$ cat src/rtl/refract_direction_2d_defines.svh
// ----------------------------------------------------------------------------
// refract_direction_2d_defines
// assertion macros shared by the refraction block
// ----------------------------------------------------------------------------
`ifndef REFRACT_DIRECTION_2D_DEFINES_SVH
`define REFRACT_DIRECTION_2D_DEFINES_SVH

`ifndef SYNTHESIS
`define RFD_ASSERT_IMP(lbl, clk, rstn, ante, cons) \
	lbl: assert property (@(posedge clk) disable iff (!rstn) (ante) |-> (cons)) \
		else $error("assertion failed");
`define RFD_ASSERT_NEXT(lbl, clk, rstn, ante, cons) \
	lbl: assert property (@(posedge clk) disable iff (!rstn) (ante) |=> (cons)) \
		else $error("assertion failed");
`else
`define RFD_ASSERT_IMP(lbl, clk, rstn, ante, cons)
`define RFD_ASSERT_NEXT(lbl, clk, rstn, ante, cons)
`endif

`endif

$ cat src/rtl/rfd_pkg.sv
// ----------------------------------------------------------------------------
// rfd_pkg
// types, constants and rounding helpers for the refraction block
// ----------------------------------------------------------------------------
`default_nettype none

package rfd_pkg;

	localparam int FRAC_BITS = 14;
	localparam int VW = 16;
	localparam int IW = 16;
	localparam int PW = 2 * VW + 1;
	localparam int MW = 2 * VW + IW;
	localparam int SW = FRAC_BITS + 1;
	localparam int DW = 2 * FRAC_BITS + 1;
	localparam int AW = 4;
	localparam int DATA_W = 32;

	localparam logic signed [VW-1:0] ONE = VW'(1 << FRAC_BITS);

	localparam logic [1:0] REG_NORMAL_X = 2'd0;
	localparam logic [1:0] REG_NORMAL_Y = 2'd1;
	localparam logic [1:0] REG_INDEX_FIRST = 2'd2;
	localparam logic [1:0] REG_INDEX_SECOND = 2'd3;

	localparam logic signed [VW-1:0] NORMAL_X_RST = '0;
	localparam logic signed [VW-1:0] NORMAL_Y_RST = ONE;
	localparam logic [IW-1:0] INDEX_RST = IW'(4096);

	typedef struct packed {
		logic signed [VW-1:0] ox;
		logic signed [VW-1:0] oy;
		logic dot_neg;
		logic cross_pos;
		logic cross_neg;
	} side_t;

	typedef struct packed {
		logic signed [VW-1:0] g;
		logic refl;
		side_t side;
	} sq_pay_t;

	typedef struct packed {
		logic signed [VW-1:0] dir_x;
		logic signed [VW-1:0] dir_y;
		logic refl;
	} out_t;

	// round half away from zero
	function automatic logic signed [63:0] rnd_shift(input logic signed [63:0] x,
		input int unsigned sh);
		logic neg;
		logic [63:0] m;
		neg = x[63];
		m = neg ? 64'(-x) : 64'(x);
		m = (m + (64'd1 << (sh - 1))) >> sh;
		return neg ? -signed'(m) : signed'(m);
	endfunction

	function automatic logic signed [VW-1:0] sat16(input logic signed [63:0] x);
		logic signed [63:0] hi;
		logic signed [63:0] lo;
		hi = 64'sd32767;
		lo = -64'sd32768;
		if (x > hi) begin
			return VW'(hi);
		end else if (x < lo) begin
			return VW'(lo);
		end
		return VW'(x);
	endfunction

endpackage

`default_nettype wire

$ cat src/rtl/rfd_sqrt.sv
// ----------------------------------------------------------------------------
// rfd_sqrt
// pipelined integer square root, one root bit per stage, floor result
// ----------------------------------------------------------------------------
`default_nettype none

module rfd_sqrt (
	input  wire logic                   clk,
	input  wire logic                   arst_n,
	input  wire logic                   en,
	input  wire logic                   in_vld,
	input  wire logic [rfd_pkg::DW-1:0] in_rad,
	input  wire rfd_pkg::sq_pay_t       in_pay,
	output logic                        out_vld,
	output logic [rfd_pkg::SW-1:0]      out_root,
	output rfd_pkg::sq_pay_t            out_pay
);

	localparam int SW = rfd_pkg::SW;
	localparam int DW = rfd_pkg::DW;
	localparam int RW = DW + 2;

	logic               vld_s [SW+1];
	logic [DW-1:0]      rem_s [SW+1];
	logic [SW-1:0]      res_s [SW+1];
	rfd_pkg::sq_pay_t   pay_s [SW+1];

	assign vld_s[0] = in_vld;
	assign rem_s[0] = in_rad;
	assign res_s[0] = '0;
	assign pay_s[0] = in_pay;

	for (genvar k = 0; k < SW; k++) begin : g_stage
		localparam int B = SW - 1 - k;
		logic [RW-1:0] delta;
		logic [RW-1:0] rdiff;
		logic          ge;

		assign delta = (RW'(res_s[k]) << (B + 1)) + (RW'(1) << (2 * B));
		assign ge = RW'(rem_s[k]) >= delta;
		assign rdiff = RW'(rem_s[k]) - delta;

		always_ff @(posedge clk or negedge arst_n) begin
			if (!arst_n) begin
				vld_s[k+1] <= 1'b0;
			end else if (en) begin
				vld_s[k+1] <= vld_s[k];
			end
		end

		always_ff @(posedge clk) begin
			if (en) begin
				rem_s[k+1] <= ge ? rdiff[DW-1:0] : rem_s[k];
				res_s[k+1] <= ge ? (res_s[k] | (SW'(1) << B)) : res_s[k];
				pay_s[k+1] <= pay_s[k];
			end
		end
	end

	assign out_vld = vld_s[SW];
	assign out_root = res_s[SW];
	assign out_pay = pay_s[SW];

endmodule

`default_nettype wire

$ cat config.mk
export PLATFORM = sky130hd
export DESIGN_NAME = rfd_sqrt
export DESIGN_NICKNAME = d
export VERILOG_FILES = /design/src/rtl/refract_direction_2d_defines.svh /design/src/rtl/rfd_pkg.sv /design/src/rtl/rfd_sqrt.sv
export SDC_FILE = /design/constraint.sdc
export NUM_CORES = 1
export LEC_CHECK = 0
export BUFFER_PORTS_ARGS = -buffer_cell sky130_fd_sc_hd__buf_2
export CAP_MARGIN = 10
export CORE_ASPECT_RATIO = 0.9
export CORE_MARGIN = 4
export CORE_UTILIZATION = 25
export CTS_CLUSTER_DIAMETER = 50
export DETAILED_ROUTE_END_ITERATION = 8
export HOLD_SLACK_MARGIN = 0.15
export PLACE_DENSITY_LB_ADDON = 0.25
export SLEW_MARGIN = 20
export SYNTH_ARGS = -nofsm -noshare
export SYNTH_HDL_FRONTEND = slang
export SYNTH_SLANG_ARGS = --single-unit
$ cat constraint.sdc
create_clock -name clk -period 5.9 [get_ports clk]
set_input_delay 0.59 -clock clk [delete_from_list [all_inputs] [get_ports clk]]
set_output_delay 0.59 -clock clk [all_outputs]
set_load 0.005 [all_outputs]
# Word-level counts from Yosys, hierarchy flattened
# Index checks and enable logic that the tools add are counted.
# totals
register_bits	1426
in_bits	85
out_inout_bits	68
wordCells	221
# op_classes
n_addsub	28
magnitude_cmp	15
muxes	15
# op_table
cell	n
$mux W29	14
$sub A29 B29 Y29	2
$add A29 B27 Y30 const B	1
$ge A29 B30 Y1	1
$add A28 B25 Y29 const B	1
$ge A29 B17 Y1	1
$ge A29 B18 Y1	1
$ge A29 B19 Y1	1
$ge A29 B20 Y1	1
$ge A29 B21 Y1	1
$ge A29 B22 Y1	1
$ge A29 B23 Y1	1
$ge A29 B24 Y1	1
$ge A29 B25 Y1	1
$ge A29 B26 Y1	1
$ge A29 B27 Y1	1
$ge A29 B28 Y1	1
$ge A29 B29 Y1	1
$ge A29 B29 Y1 const B	1
$sub A29 B18 Y29	1
$sub A29 B19 Y29	1
$sub A29 B20 Y29	1
$sub A29 B21 Y29	1
$sub A29 B22 Y29	1
other kinds (20)	20

# Logic depth before layout (Yosys ltp)
# logic_depth
depth_word	3
mapped_depth	11
mapped_depth_nobuf	10

# Least setup slack after synthesis
# No wires, ideal clock.
# synth_path
path_type	reg2reg
start	register rem_s[156] (netlist bit)
end	register rem_s[140] (netlist bit), data pin
setup_ns	0.259
arrival_time_ns	2.594
required_time_ns	5.641
setup_slack_ns	3.047
path_stages_with_launch	11
n_path_buf	2
synth_period_minus_slack_ns	2.853
path_cell_list	edfxtp_1 > ha_1 > or3_1 > o221ai_1 > nor4b_1 > nor3_1 > or4_1 > buf_2 > buf_1 > nand4_1 > xnor2_1
# synth_via
elab_chain_len	2
elab_cells_between_ends	3
classes_between	add/sub (1); order compare (1); mux (1)
# synth_lines
item	line	source
start, declared	rfd_sqrt.sv:24	logic [DW-1:0] rem_s [SW+1];
start signal, assigned by index	rfd_sqrt.sv:53	rem_s[k+1] <= ge ? rdiff[DW-1:0] : rem_s[k];
$sub A29 B21 Y29 or $ge A29 B21 Y1 (tied branches)	rfd_sqrt.sv:41, rfd_sqrt.sv:40	
$mux W29 (*)	rfd_sqrt.sv:53	
# Every way passes the cells marked *; elsewhere a longest branch is shown, timed or not.
# A chain may end at the register's enable or synchronous reset.

# Worst setup path in the final report
# layout_path
start	register rem_s[218] (netlist bit)
end	register rem_s[198] (netlist bit), data pin
# layout_via
elab_chain_len	2
elab_cells_between_ends	3
classes_between	add/sub (1); order compare (1); mux (1)
# layout_lines
item	line
$sub A29 B23 Y29 or $ge A29 B23 Y1 (tied branches)	rfd_sqrt.sv:41, rfd_sqrt.sv:40
$mux W29 (*)	rfd_sqrt.sv:53
# Marked as above.

==> out/results.tsv <==
metric	value	unit
status	finished clean	
critical_path_class	reg -> reg	
grt_pass1_vias	22821	
ys_top_cells_by_count	1306 x edfxtp_1, 159 x inv_1, 131 x ha_1	
clockPowerShare	40.2	%
final_area	58500	um^2
arrival	4.08	ns
cts_buffers	159	
h-tree-depth	4	
leakage	20.6	nW
drt_wl_total	77200	um
routedWlPerCell	13.4	um
critPathMaxStageDelay	0.69	ns
gp_congestion	0.829	
first_pass_iters	4	
syn_nets	2936	
p_switching	0.00540	W
yosys.area.top_type	edfxtp_1	
busiest_layer	met2	
critPathLaunchType	register	
fin_cells	5742	
synth_top_area_share	80.4	%
relSlewSlack	38.9	%
crit_fanout	22	
use_met3	2.26	%
tightest_slew	0.916	ns
grt_max_degree	136	
rows	153	
portBuffers	152	
critical_path.top_delay_family	simple AND/OR/NAND/NOR gates	
rsz0062_at_grt	no	
reg2reg_setup_slack	2.33	ns
clock.fmax	0.280	GHz
period_needed	3.57	ns
clkTransAtPathRegs	0.06	ns
nets	3278	
grt_use_met1	9.94	%
dieArea	202000	um^2
switching_share	23.4	%
pin_count	153	
dp.cells	5374	
irDropWorstVdd	0.304	mV
p_seq_share	51.2	%
yosys-top-cells-area	edfxtp_1 80%, ha_1 3.4%, xor2_1 1.5%	
detail_route.iter0.violations	1674	
drv_cap	0	
ant_nets	0	
antenna_found_initial	2	
end_kind	register	
min_path_type	in -> async	
finalClockSkew	0.0245	ns
setup_viol	0	
maxSlewViolCount	0	
met2_usage	11.7	%
synth-seq-cells	1321	
async_flop_share	1.14	%
crit_buf_inv	0	
cts_tree	done	
cts.sinks	1321	
synth_cells	2719	
clockBufferDepth	3	
tns	0	ns
grtUsageTotal	7.61	%
critical_path.slowest_cell	nand3b_1	
dieHeight	427	um
placed_area	52500	um^2
final_layout_size_suffix_gt1_share	14.5	%
crit_chain	ha_1 > or4b_2 > nor4_1 > a41oi_1 > nand3b_1 > o21ai_0 > nor4_1 > xor2_1	
clk_latency	0.77	ns
pwr-share-comb	8.6	%
synth_most_common_cell	edfxtp_1	
start_util	25.2	%
route.detailed.drc	0	
cp_common_cell	nor4_1	
vias	22452	
hpwl	48300	um
ys.flop_type	edfxtp_1	
hold_viol_final	0	
fp.dieW	474	um
ys_types	72	
cts_resized	0	
synth-edff-count	1306	
grt.overflow.total	0	
cts-root-buf	clkbuf_16	
syn_avg_cell_area	17.9	um^2
p_int	0.0177	W
required	6.41	ns
core	194000	um^2
synth_area	48800	um^2
synth_warnings	0	
grt_pass1_wl	123000	um
post-route-period-util	60.5	%
seq_area_frac_synth	81.2	%
powerDensity	394	nW/um^2
syn_to_final_growth	19.9	%
via_per_inst	3.91	
cell families after synthesis:
family	synth area share (%)
mux	0.883
fa+ha+maj	3.40
flops	81.2
compound gates	4.12
xor+xnor	2.73
simple gates	5.40
other cells	0.00769
buf+inv	2.27
flip-flops by register name, summed over array words and instances (netlist names):
register,flops
out_vld,1
pay_s,728
out_root,15
out_pay,52
res_s,105
rem_s,406
vld_s,14
cell usage in the layout, fill, tap and decap left out, drive strengths merged, types with 23 or more instances in the layout:
cell type       n
edfxtp       1306
nand2         114
nor4           58
buf           176
xnor2          68
nor2          117
a21oi          93
nor3           52
o21ai          96
mux2           32
dlygate4sd3    83
clkinv         53
a21o           23
nand4          25
ha            131
nand3          26
xor2           84
inv           173
o21a           26
clkbuf        200
path summary, 6_finish.rpt:
kind,startpoint,endpoint,depth (start not counted)
min in group clk,en,pay_s[735]$_DFFE_PP_,1
max in group asynchronous,arst_n,vld_s[3]$_DFFE_PN0P_,2
min reg2reg,pay_s[286]$_DFFE_PP_,pay_s[234]$_DFFE_PP_,0
max reg2reg,rem_s[218]$_DFFE_PP_,rem_s[198]$_DFFE_PP_,8
max,rem_s[218]$_DFFE_PP_,rem_s[198]$_DFFE_PP_,8
min,arst_n,vld_s[4]$_DFFE_PN0P_,2
power by group through the flow:
stage / combinational (W) / clock (W) / sequential [W]
floorplan: 0.00136 / 0 / 0.0118
global placement: 0.00195 / 0 / 0.0120
detailed placement: 0.00197 / 0 / 0.0120
CTS: 0.00203 / 0.00967 / 0.0118
global route: 0.00226 / 0.0101 / 0.0119
finish: 0.00199 / 0.00927 / 0.0118
area by class of cell:
| type | instances | area (um^2) |
|---|---|---|
| tap | 2557 | 3200 |
| clock inverter | 83 | 871 |
| timing repair buffer | 259 | 1890 |
| antenna | 2 | 5.00 |
| clock buffer | 200 | 4210 |
| fill | 18937 | 135000 |
| inverter | 160 | 601 |
| sequential | 1321 | 39600 |
| multi-input combinational | 1160 | 8090 |
routing by layer:
metal  routed length [um]  vias up
met5                    0        -
li1                     -    11089
met3                 3740      193
met1                35900    10756
met2                34800      414
met4                 2750        0
metrics by stage:
step	hold WS, ns	worst slack [ns]	power (W)	utilization [%]
after floorplan	0.294	3.05	0.0132	-
after global placement	0.400	2.32	0.0139	27.1
after detailed placement	0.405	2.31	0.0140	27.1
after CTS	0.167	2.30	0.0235	30.2
after global routing	0.237	2.05	0.0242	30.2
final	0.273	2.33	0.0231	30.2
repair_timing:
item / 4_1_cts / 5_1_grt
buffers inserted: 0 / 0
hold endpoints to repair: 97 / 0
hold buffers: 83 / 0
(Power assumes the default switching activity.)
